**config.mk**
```make
export PLATFORM = sky130hd
export DESIGN_NAME = fixed_frame_checksum_parser
export DESIGN_NICKNAME = d
export VERILOG_FILES = /design/src/ffcp_pkg.sv /design/src/ffcp_front.sv /design/src/ffcp_queue.sv /design/src/ffcp_back.sv /design/src/fixed_frame_checksum_parser.sv
export SDC_FILE = /design/constraint.sdc
export NUM_CORES = 1
export LEC_CHECK = 0
export BUFFER_PORTS_ARGS = -buffer_cell sky130_fd_sc_hd__buf_2
export CORE_AREA = 2 2 246 248
export CTS_BUF_LIST = sky130_fd_sc_hd__clkbuf_4 sky130_fd_sc_hd__clkbuf_8
export DETAILED_ROUTE_END_ITERATION = 12
export DIE_AREA = 0 0 248 250
export GPL_TIMING_DRIVEN = 0
export MAX_ROUTING_LAYER = met4
export PLACE_DENSITY = 0.75
export SETUP_SLACK_MARGIN = 0.1
export SYNTH_ARGS = -nofsm -noshare
export SYNTH_HDL_FRONTEND = slang
export SYNTH_SLANG_ARGS = --single-unit
```
**constraint.sdc**
```tcl
create_clock -name i_clk -period 39.3 [get_ports i_clk]
set_clock_uncertainty 0.1 [all_clocks]
set_input_delay 1.965 -clock i_clk [delete_from_list [all_inputs] [get_ports i_clk]]
set_output_delay 1.965 -clock i_clk [all_outputs]
set_load 0.1 [all_outputs]
```
**src/ffcp_pkg.sv**
```systemverilog
// Shared constants and types of the fixed frame checksum parser.
`timescale 1ns / 1ps

package ffcp_pkg;

    localparam logic [7:0] FFCP_HDR_BYTE     = 8'hAA;
    localparam logic [7:0] FFCP_TYPE_ANGLE   = 8'hF1;
    localparam logic [7:0] FFCP_TYPE_CURRENT = 8'hF2;
    localparam logic [7:0] FFCP_TYPE_STATUS  = 8'hF3;

    // Bytes 0..27 form the body, byte 28 carries the sum.
    localparam int         FFCP_BODY_LEN  = 28;
    localparam logic [4:0] FFCP_LAST_POS  = 5'd28;

    // Bytes 3..26 are all that any result needs.
    localparam int FFCP_PAYLOAD_FIRST = 3;
    localparam int FFCP_PAYLOAD_BYTES = 24;
    localparam int FFCP_PAYLOAD_W     = 8 * FFCP_PAYLOAD_BYTES;

    localparam int FFCP_QUEUE_DEPTH = 2;

    localparam logic [2:0] FFCP_ST_ANGLE    = 3'd0;
    localparam logic [2:0] FFCP_ST_CURRENT  = 3'd1;
    localparam logic [2:0] FFCP_ST_STATUS   = 3'd2;
    localparam logic [2:0] FFCP_ST_HDR_ERR  = 3'd3;
    localparam logic [2:0] FFCP_ST_SUM_ERR  = 3'd4;
    localparam logic [2:0] FFCP_ST_UNKNOWN  = 3'd5;

    // One judged frame: verdict plus bytes 3..26, byte 3 most significant.
    typedef struct packed {
        logic [2:0]                status;
        logic [FFCP_PAYLOAD_W-1:0] payload;
    } t_entry;

    typedef struct packed {
        logic full;
        logic empty;
    } t_q_stat;

endpackage

```
**src/ffcp_front.sv**
```systemverilog
// Front end: counts bytes, keeps the frame body and sum, judges each frame.
`timescale 1ns / 1ps

module ffcp_front (
    input  logic                i_clk,
    input  logic                i_rst_n,
    input  logic                i_valid,
    output logic                o_stall,
    input  logic [7:0]          i_rx_byte,
    input  ffcp_pkg::t_q_stat   i_q_stat,
    output logic                o_push,
    output ffcp_pkg::t_entry    o_entry
);
    import ffcp_pkg::*;

    logic [4:0] r_pos;
    logic [4:0] n_pos;
    logic [7:0] r_sum;
    logic [7:0] n_sum;
    logic [7:0] r_body [0:FFCP_BODY_LEN-1];

    logic       last_beat;
    logic       accept;
    logic       hdr_ok;
    logic [2:0] status;

    assign last_beat = (r_pos >= FFCP_LAST_POS);
    // Hold the checksum beat only when there is no room for its verdict.
    assign o_stall   = last_beat && i_q_stat.full;
    assign accept    = i_valid && !o_stall;
    assign o_push    = accept && last_beat;

    always_comb begin
        n_pos = r_pos;
        n_sum = r_sum;
        if (accept) begin
            if (last_beat) begin
                n_pos = '0;
                n_sum = '0;
            end else begin
                n_pos = r_pos + 5'd1;
                n_sum = r_sum + i_rx_byte;
            end
        end
    end

    always_ff @(posedge i_clk) begin
        if (!i_rst_n) begin
            r_pos <= '0;
            r_sum <= '0;
        end else begin
            r_pos <= n_pos;
            r_sum <= n_sum;
        end
    end

    // Shift the body in; after 28 beats byte 0 sits at the head.
    always_ff @(posedge i_clk) begin
        if (accept && !last_beat) begin
            for (int i = 0; i < FFCP_BODY_LEN - 1; i++) begin
                r_body[i] <= r_body[i+1];
            end
            r_body[FFCP_BODY_LEN-1] <= i_rx_byte;
        end
    end

    assign hdr_ok = (r_body[0] == FFCP_HDR_BYTE) && (r_body[1] == FFCP_HDR_BYTE);

    always_comb begin
        if (!hdr_ok) begin
            status = FFCP_ST_HDR_ERR;
        end else if (r_sum != i_rx_byte) begin
            status = FFCP_ST_SUM_ERR;
        end else if (r_body[2] == FFCP_TYPE_ANGLE) begin
            status = FFCP_ST_ANGLE;
        end else if (r_body[2] == FFCP_TYPE_CURRENT) begin
            status = FFCP_ST_CURRENT;
        end else if (r_body[2] == FFCP_TYPE_STATUS) begin
            status = FFCP_ST_STATUS;
        end else begin
            status = FFCP_ST_UNKNOWN;
        end
    end

    always_comb begin
        o_entry.status = status;
        for (int i = 0; i < FFCP_PAYLOAD_BYTES; i++) begin
            o_entry.payload[FFCP_PAYLOAD_W-1-8*i -: 8] = r_body[FFCP_PAYLOAD_FIRST+i];
        end
    end

endmodule

```
**src/ffcp_queue.sv**
```systemverilog
// Short queue of judged frames between the front and back ends.
`timescale 1ns / 1ps

module ffcp_queue #(
    parameter int DEPTH = ffcp_pkg::FFCP_QUEUE_DEPTH
) (
    input  logic              i_clk,
    input  logic              i_rst_n,
    input  logic              i_push,
    input  ffcp_pkg::t_entry  i_entry,
    input  logic              i_pop,
    output ffcp_pkg::t_entry  o_head,
    output ffcp_pkg::t_q_stat o_stat
);
    import ffcp_pkg::*;

    localparam int PW = (DEPTH > 1) ? $clog2(DEPTH) : 1;
    localparam int CW = $clog2(DEPTH + 1);
    localparam logic [PW-1:0] LAST_IDX = PW'(DEPTH - 1);
    localparam logic [CW-1:0] FULL_CNT = CW'(DEPTH);

    t_entry        r_mem [0:DEPTH-1];
    logic [PW-1:0] r_wr;
    logic [PW-1:0] r_rd;
    logic [CW-1:0] r_cnt;

    logic do_push;
    logic do_pop;

    assign o_stat.full  = (r_cnt == FULL_CNT);
    assign o_stat.empty = (r_cnt == '0);
    assign do_push      = i_push && !o_stat.full;
    assign do_pop       = i_pop && !o_stat.empty;
    assign o_head       = r_mem[r_rd];

    always_ff @(posedge i_clk) begin
        if (do_push) begin
            r_mem[r_wr] <= i_entry;
        end
    end

    always_ff @(posedge i_clk) begin
        if (!i_rst_n) begin
            r_wr  <= '0;
            r_rd  <= '0;
            r_cnt <= '0;
        end else begin
            if (do_push) begin
                r_wr <= (r_wr == LAST_IDX) ? '0 : r_wr + PW'(1);
            end
            if (do_pop) begin
                r_rd <= (r_rd == LAST_IDX) ? '0 : r_rd + PW'(1);
            end
            case ({do_push, do_pop})
                2'b10:   r_cnt <= r_cnt + CW'(1);
                2'b01:   r_cnt <= r_cnt - CW'(1);
                default: r_cnt <= r_cnt;
            endcase
        end
    end

endmodule

```
**src/ffcp_back.sv**
```systemverilog
// Back end: unpacks a judged frame into result fields and holds the output beat.
`timescale 1ns / 1ps

module ffcp_back (
    input  logic              i_clk,
    input  logic              i_rst_n,
    input  ffcp_pkg::t_entry  i_head,
    input  ffcp_pkg::t_q_stat i_q_stat,
    output logic              o_pop,
    output logic              o_valid,
    input  logic              i_stall,
    output logic [2:0]        o_frame_status,
    output logic [31:0]       o_word0,
    output logic [31:0]       o_word1,
    output logic [31:0]       o_word2,
    output logic [31:0]       o_word3,
    output logic [31:0]       o_word4,
    output logic [31:0]       o_word5,
    output logic [63:0]       o_mode_bytes,
    output logic [47:0]       o_motor_enables
);
    import ffcp_pkg::*;

    // Offsets into the payload, which starts at byte 3.
    localparam int MODE_TOP  = FFCP_PAYLOAD_W - 1 - 8 * (4 - FFCP_PAYLOAD_FIRST);
    localparam int MOTOR_TOP = FFCP_PAYLOAD_W - 1 - 8 * (20 - FFCP_PAYLOAD_FIRST);

    logic        r_valid;
    logic        load;
    logic        is_words;
    logic        is_status;
    logic [31:0] words [0:5];

    assign load  = !r_valid || !i_stall;
    assign o_pop = load && !i_q_stat.empty;

    assign is_words  = (i_head.status == FFCP_ST_ANGLE) || (i_head.status == FFCP_ST_CURRENT);
    assign is_status = (i_head.status == FFCP_ST_STATUS);

    always_comb begin
        for (int k = 0; k < 6; k++) begin
            words[k] = is_words ? i_head.payload[FFCP_PAYLOAD_W-1-32*k -: 32] : 32'd0;
        end
    end

    always_ff @(posedge i_clk) begin
        if (!i_rst_n) begin
            r_valid <= 1'b0;
        end else if (load) begin
            r_valid <= !i_q_stat.empty;
        end
    end

    always_ff @(posedge i_clk) begin
        if (o_pop) begin
            o_frame_status  <= i_head.status;
            o_word0         <= words[0];
            o_word1         <= words[1];
            o_word2         <= words[2];
            o_word3         <= words[3];
            o_word4         <= words[4];
            o_word5         <= words[5];
            o_mode_bytes    <= is_status ? i_head.payload[MODE_TOP -: 64] : 64'd0;
            o_motor_enables <= is_status ? i_head.payload[MOTOR_TOP -: 48] : 48'd0;
        end
    end

    assign o_valid = r_valid;

endmodule

```
**src/fixed_frame_checksum_parser.sv**
```systemverilog
// Top level of the fixed frame checksum parser.
`timescale 1ns / 1ps

// Takes one received byte per cycle and cuts the stream into 29-byte frames
// counted from reset, never searching for a frame boundary. Bytes 0..27 are
// shifted into a body register and summed; on byte 28 the front end judges
// the frame (header, then checksum, then type) and pushes the verdict with
// bytes 3..26 into a short queue. The back end unpacks the queue head into
// the output register, taking it from the queue once the output is free.
// Input rate is one byte per cycle; o_stall rises only on a checksum byte
// while the queue is full, which a sink that takes one result per frame
// never causes.
module fixed_frame_checksum_parser #(
    parameter int QUEUE_DEPTH = ffcp_pkg::FFCP_QUEUE_DEPTH
) (
    input  logic        i_clk,
    input  logic        i_rst_n,
    input  logic        i_valid,
    output logic        o_stall,
    input  logic [7:0]  i_rx_byte,
    output logic        o_valid,
    input  logic        i_stall,
    output logic [2:0]  o_frame_status,
    output logic [31:0] o_word0,
    output logic [31:0] o_word1,
    output logic [31:0] o_word2,
    output logic [31:0] o_word3,
    output logic [31:0] o_word4,
    output logic [31:0] o_word5,
    output logic [63:0] o_mode_bytes,
    output logic [47:0] o_motor_enables
);
    import ffcp_pkg::*;

    logic    push;
    logic    pop;
    t_entry  push_entry;
    t_entry  head;
    t_q_stat q_stat;

    ffcp_front u_front (
        .i_clk     (i_clk),
        .i_rst_n   (i_rst_n),
        .i_valid   (i_valid),
        .o_stall   (o_stall),
        .i_rx_byte (i_rx_byte),
        .i_q_stat  (q_stat),
        .o_push    (push),
        .o_entry   (push_entry)
    );

    ffcp_queue #(
        .DEPTH (QUEUE_DEPTH)
    ) u_queue (
        .i_clk   (i_clk),
        .i_rst_n (i_rst_n),
        .i_push  (push),
        .i_entry (push_entry),
        .i_pop   (pop),
        .o_head  (head),
        .o_stat  (q_stat)
    );

    ffcp_back u_back (
        .i_clk           (i_clk),
        .i_rst_n         (i_rst_n),
        .i_head          (head),
        .i_q_stat        (q_stat),
        .o_pop           (pop),
        .o_valid         (o_valid),
        .i_stall         (i_stall),
        .o_frame_status  (o_frame_status),
        .o_word0         (o_word0),
        .o_word1         (o_word1),
        .o_word2         (o_word2),
        .o_word3         (o_word3),
        .o_word4         (o_word4),
        .o_word5         (o_word5),
        .o_mode_bytes    (o_mode_bytes),
        .o_motor_enables (o_motor_enables)
    );

endmodule

```
==> Yosys cells after proc, flatten, opt, wreduce, memory -nomap -nowiden <==
Memory sizes are Yosys's and may differ from the RTL's. A register that Yosys moved wholly into a read port is not among the register bits.
Cells that the tools add are included.
{ "word_totals": {"register_bits": 325, "ramBits": 614, "out_inout_bits": 309, "n_memories": 2} }
{ "classes": {"add_sub_neg": 6, "order_cmp": 1, "n_eq_ne": 11, "n_mux": 16, "n_reduce_logical": 19} }
{ "mem_list": {"columns": ["name", "words", "width", "read_ports", "rd_clocked_by_memory_dff", "write_ports", "line_no", "rtl"], "rows": [
  ["u_queue.r_mem", 2, 195, 1, 1, 1, "ffcp_queue.sv:22", "t_entry r_mem [0:DEPTH-1];"],
  ["u_front.r_body", 28, 8, 28, 0, 28, "ffcp_front.sv:20", "logic [7:0] r_body [0:FFCP_BODY_LEN-1];"]
]} }
{ "op_table": {"columns": ["operator", "n"], "rows": [
  ["$eq A8 B8 Y1 const B", 5],
  ["$mux W3", 5],
  ["$add A8 B8 Y8", 1],
  ["$logic_and A1 B1 Y1", 8],
  ["$mux W1", 8],
  ["$mux W8", 1],
  ["$ne A8 B8 Y1", 1],
  ["$logic_not A1 Y1", 6],
  ["$add A5 B1 Y5 const B", 1],
  ["$ge A5 B5 Y1 const B", 1],
  ["$mux W5", 1],
  ["$eq A2 B2 Y1 const B", 2],
  ["$pmux W2 S2", 1],
  ["$eq A3 B1 Y1 const B", 1],
  ["$eq A3 B2 Y1 const B", 1],
  ["$logic_not A3 Y1", 1],
  ["$add A1 B1 Y1 const B", 2],
  ["$add A2 B1 Y2 const B", 1],
  ["$eq A2 B1 Y1 const B", 1],
  ["$logic_not A2 Y1", 1],
  ["$logic_or A1 B1 Y1", 2],
  ["$reduce_bool A2 Y1", 1],
  ["$sub A2 B1 Y2 const B", 1]
]} }

==> Longest topological paths before layout <==
{ "logic_depth": {"word_depth": 8, "depth_mapped": 8, "mapped_depth_nobuf": 8} }

==> Hierarchy <==
Synthesis repeated with hierarchy kept, for this count alone.
{ "hier_totals": {"hier_cells": 1816, "hier_area_um2": 34797.1} }
{ "by_module_without_submodules": {"columns": ["mod", "n_inst", "cells_each", "area_per_inst_um2", "seq_area_each_um2"], "rows": [
  ["ffcp_queue", 1, 633, 14312.5, 11811.3],
  ["ffcp_back", 1, 650, 11345.9, 9238.9],
  ["ffcp_front", 1, 533, 9138.8, 6986.7]
]} }

==> Worst setup path before layout <==
OpenSTA, ideal clock, no wires.
{ "synth_timing": {"kind": "in2reg", "startpoint": "input i_stall", "endpoint": "register u_queue.r_cnt[1]", "t_arrival_ps": 19237, "setup_slack_ps": 19887, "stages": 4, "n_path_buf": 0, "path_cell_list": "a21oi_1 -> ha_1 -> or3_1 -> a21boi_0"} }
{ "synth_via": {"elab_chain_len": 6} }
{ "synth_lines": {"columns": ["item", "line_no", "rtl"], "rows": [
  ["start: declaration", "fixed_frame_checksum_parser.sv:22", "input logic i_stall,"],
  ["$logic_not A1 Y1 *", "ffcp_back.sv:34", "assign load = !r_valid || !i_stall;"],
  ["$logic_or A1 B1 Y1 *", "ffcp_back.sv:34", null],
  ["$logic_and A1 B1 Y1 *", "ffcp_back.sv:35", "assign o_pop = load && !i_q_stat.empty;"],
  ["$logic_and A1 B1 Y1 *", "ffcp_queue.sv:33", "assign do_pop = i_pop && !o_stat.empty;"],
  ["$eq A2 B1 Y1 or $eq A2 B2 Y1 (tied branches)", "ffcp_queue.sv:54", "case ({do_push, do_pop})"],
  ["$pmux W2 S2 or $reduce_bool A2 Y1 (tied branches)", null, null],
  ["end signal: assignment", "ffcp_queue.sv:55", "2'b10: r_cnt <= r_cnt + CW'(1);"],
  ["end signal: assignment", "ffcp_queue.sv:56", "2'b01: r_cnt <= r_cnt - CW'(1);"],
  ["end signal: assignment", "ffcp_queue.sv:57", "default: r_cnt <= r_cnt;"],
  ["end: declaration", "ffcp_queue.sv:25", "logic [CW-1:0] r_cnt;"]
]} }
Every way passes the cells marked *; elsewhere a longest branch is shown, timed or not.
A chain may end at the register's enable or synchronous reset.

==> Worst setup path in the final report <==
{ "layout_timing": {"startpoint": "register u_front.r_pos[2]", "endpoint": "output o_stall"} }
{ "layout_via": {"elab_chain_len": 2} }
{ "layout_lines": {"columns": ["item", "line_no", "rtl"], "rows": [
  ["start: declaration", "ffcp_front.sv:16", "logic [4:0] r_pos;"],
  ["start signal: assignment", "ffcp_front.sv:52", "r_pos <= n_pos;"],
  ["$ge A5 B5 Y1", "ffcp_front.sv:27", "assign last_beat = (r_pos >= FFCP_LAST_POS);"],
  ["$logic_and A1 B1 Y1", "ffcp_front.sv:29", "assign o_stall = last_beat && i_q_stat.full;"],
  ["end: declaration", "fixed_frame_checksum_parser.sv:19", "output logic o_stall,"]
]} }
Every way passes these cells.

==> results.json <==
{
  "placed_cell_count": 2746,
  "synth.area.mux_share_pct": 6.119,
  "fp.dieArea_um2": 62000,
  "worst-endpoint-arrival_ns": 1.95,
  "wire_length_of_the_first_global_routing_pass_mm": 93.62,
  "numPortBuffers": 319,
  "initial_core_util_pct": 54.48,
  "synth.ff_latch_count": 940,
  "post-route-period-util_pct": 10.23,
  "timing.fmax_mhz": 248.8,
  "ctsLongestPathBuffers": 3,
  "timing.final.crit_period_ns": 4.019,
  "drive_gt1_share_pct": 28.37,
  "drt_initial_violations": 1287,
  "postLayoutSetupSlackWorst_ns": 35.28,
  "final-max-slew-violation-count": 0,
  "hold_path_depth": 0,
  "setup_repair_after_global_routing_missed_its_margin": "no",
  "timing_worst_setup_path_type": "register to primary output",
  "maxCapViolCount": 0,
  "ff_latch_area_um2": 28040,
  "worst_setup_path_start_kind": "register",
  "synth.cell_area_um2": 32450,
  "yosysSeqAreaShare_pct": 86.39,
  "synth.distinct_cells": 42,
  "power_leakage_nw": 13.21,
  "ant_nets": 0,
  "area_growth_syn_to_layout_pct": 18.30,
  "detailedRoute.firstPassIterationCount": 7,
  "die_height_um": 250,
  "ir_worst_vdd_v": 0.00005792,
  "final_nets": 2132,
  "clock_tree.root_cell": "clkbuf_8",
  "instances_no_fill": 3001,
  "place.gp.congestion": 0.7958,
  "route.detailed.vias_per_inst": 5.210,
  "critical_path_endpoint_category": "primary output",
  "postSynth.asyncResetShare_pct": 0,
  "post_synthesis_simple_gate_area_fraction_pct": 4.569,
  "netlist_instances": 1619,
  "timing.setup.tns_ns": 0,
  "cts_num_sinks": 940,
  "ys.flop_type": "edfxtp_1",
  "nFillCells": 4011,
  "cp.required_ns": 37.24,
  "timing_hold_violations_final": 0,
  "synth_enable_flop_cells": 921,
  "area_share_of_xor_xnor_cells_in_the_synthesized_design_pct": 0.2969,
  "routedWlPerCell_um": 21.27,
  "routed_wirelength_mm": 63.84,
  "placeableCoreArea_um2": 59570,
  "p_total_mw": 2.599,
  "vias": 15635,
  "post-place-ws_ns": 35.06,
  "grt-ovfl-total": 0,
  "hpwlAfterDp_mm": 42.06,
  "cts-htree-levels": 4,
  "route.detailed.drc": 0,
  "tritoncts": "done",
  "holdCritPathClass": "register to register",
  "path_clk_slew_ns": 0.06,
  "globalRouteTotalUtil_pct": 21.51,
  "synth_compound_gate_area_share_pct": 0.6901,
  "slew-limit-headroom_pct": 38.57,
  "cellPowerDensity_nw_per_um2": 67.71,
  "crit_fanout": 4,
  "ys.warnings.count": 0,
  "synth_adder_area_share_pct": 0.4472,
  "first_global_vias": 15665,
  "outcome": "complete, no violations",
  "rows": 90,
  "cts_hold_repair.buffers": 0,
  "chipWidth_um": 248,
  "post_cts.repair.setup_buffers": 0,
  "cts_buffers": 143,
  "setup-violations-final": 0,
  "postCtsResizedCells": 0,
  "postSynthAreaPerCell_um2": 20.04,
  "synthesis.nets": 1642,
  "grt_start_max_net_pins": 85,
  "grt_antenna_before_repair": 2,
  "multi_input_comb_area_um2": 3960,
  "largest_family_of_logic_cells_by_synthesized_area": "multiplexers",
  "actual_slew_at_the_worst_max_slew_pin_ns": 0.9214,
  "r2r_cells": 7,
  "insertion_delay_ns": 0.78,
  "num_io_pins": 321
}
[synthesized netlist by cell type, drive strengths merged, types with 3 or more instances]
| library cell | count | area (um^2) |
|---|---|---|
| buf | 51 | 429.2 |
| xnor2 | 5 | 43.79 |
| edfxtp | 921 | 27660 |
| nor2 | 310 | 1164 |
| inv | 7 | 26.28 |
| nand2 | 8 | 30.03 |
| nor4bb | 3 | 30.03 |
| nand2b | 3 | 26.27 |
| nor2b | 11 | 68.82 |
| xor2 | 6 | 52.55 |
| ha | 10 | 125.1 |
| nand3 | 8 | 40.04 |
| mux2i | 195 | 1956 |
| and2 | 4 | 25.02 |
| dfxtp | 19 | 380.4 |
| nand4 | 3 | 18.77 |
| nor3 | 5 | 25.02 |
| o21ai | 5 | 25.02 |
| a22oi | 6 | 45.04 |
| a21oi | 9 | 45.04 |
| clkbuf | 7 | 26.28 |
| a21boi | 3 | 22.52 |
[final timing paths]
path / start / end / slack (ns)
max: u_front.r_pos[2] / o_stall / 35.28
min: u_front.r_body[1][93] / u_front.r_body[1][85] / 0.32
max reg2reg: u_front.r_pos[2] / u_queue.r_mem[1][188] / 36.58
min reg2reg: u_front.r_body[1][93] / u_front.r_body[1][85] / 0.32
[placed cells by master (no fill, tap or decap), types with 3 or more instances in the layout]
cell type,synthesis,final
nor2b_1,11,11
ha_1,10,10
nand2_1,8,8
xor2_1,6,6
o21ai_0,4,4
xnor2_1,5,5
nand3_1,8,8
dfxtp_1,19,19
bufinv_16,0,5
buf_6,27,27
clkbuf_4,0,40
clkinvlp_4,0,5
nor2_1,310,308
buf_2,22,340
a21boi_0,3,3
nor3_1,5,5
clkinv_2,0,20
nor4bb_1,3,3
clkbuf_8,0,146
clkbuf_1,7,7
inv_1,7,7
and2_1,4,4
clkinv_1,0,31
nand4_1,3,3
a21oi_1,9,8
a22oi_1,6,6
buf_12,0,23
mux2i_1,194,194
edfxtp_1,921,921
inv_6,0,3
buf_16,0,3
[through the flow]
stage	hold WS (ns)	utilization (%)	area [um^2]
floorplan	0.3003	-	32450
global placement	0.3030	58.80	35030
detailed placement	0.3045	59.77	35610
CTS	0.3152	64.44	38390
global route	0.3319	64.44	38390
finish	0.3155	64.45	38390
[critical path: stages (launching register included)]
cell and delay [ns]:
dfxtp_1 0.39, nand3_1 0.17, nor2_1 0.17, buf_2 0.46
[cells by family (layout without fill, tap and decap cells)]
| kind of cell | after synthesis | count (layout) |
|---|---|---|
| DFF | 940 | 940 |
| and+or+nand+nor | 361 | 361 |
| muxes | 197 | 197 |
| buffers and inverters | 65 | 663 |
| AOI/OAI and AO/OA | 34 | 34 |
| adders and majority gates | 11 | 11 |
| xor gates and xnor gates | 11 | 11 |
| other | 0 | 2 |
[state kept, by name (all words and copies together) (netlist names), 5 cells and up, named ones only]
name and cells:
u_back.o_mode_bytes 64, u_back.o_motor_enables 48, u_back.o_word0 32, u_back.o_word1 32, u_back.o_word2 32, u_back.o_word3 32, u_back.o_word4 32, u_back.o_word5 32
u_front.r_body 224, u_front.r_pos 5, u_front.r_sum 8, u_queue.r_mem 390
[metal layers]
metal	global-route usage, %	part of all wire [%]	vias up
met5	-	0	-
met1	28.41	42	7849
met2	33.42	50	557
li1	-	-	7148
met3	5.506	6.9	81
met4	6.056	1.6	0
[power by group]
part,total [mW],internal [mW],leakage [nW],switching (mW)
Combinational,0.597,0.0897,3.05,0.507
Clock,0.782,0.419,1.46,0.364
Sequential,1.22,1.19,8.70,0.0288
Total,2.60,1.70,13.2,0.899
[cell type report]
| type | count | share of cell area (%) |
|---|---|---|
| Antenna cell | 2 | 0.01304 |
| Buffer | 58 | 1.212 |
| Clock buffer | 186 | 6.016 |
| Clock inverter | 67 | 1.222 |
| Inverter | 7 | 0.06844 |
| Multi-Input combinational cell | 614 | 10.32 |
| Sequential cell | 940 | 73.03 |
| Tap cell | 782 | 2.549 |
| Timing Repair Buffer | 345 | 5.573 |
(Power assumes the default switching activity.)
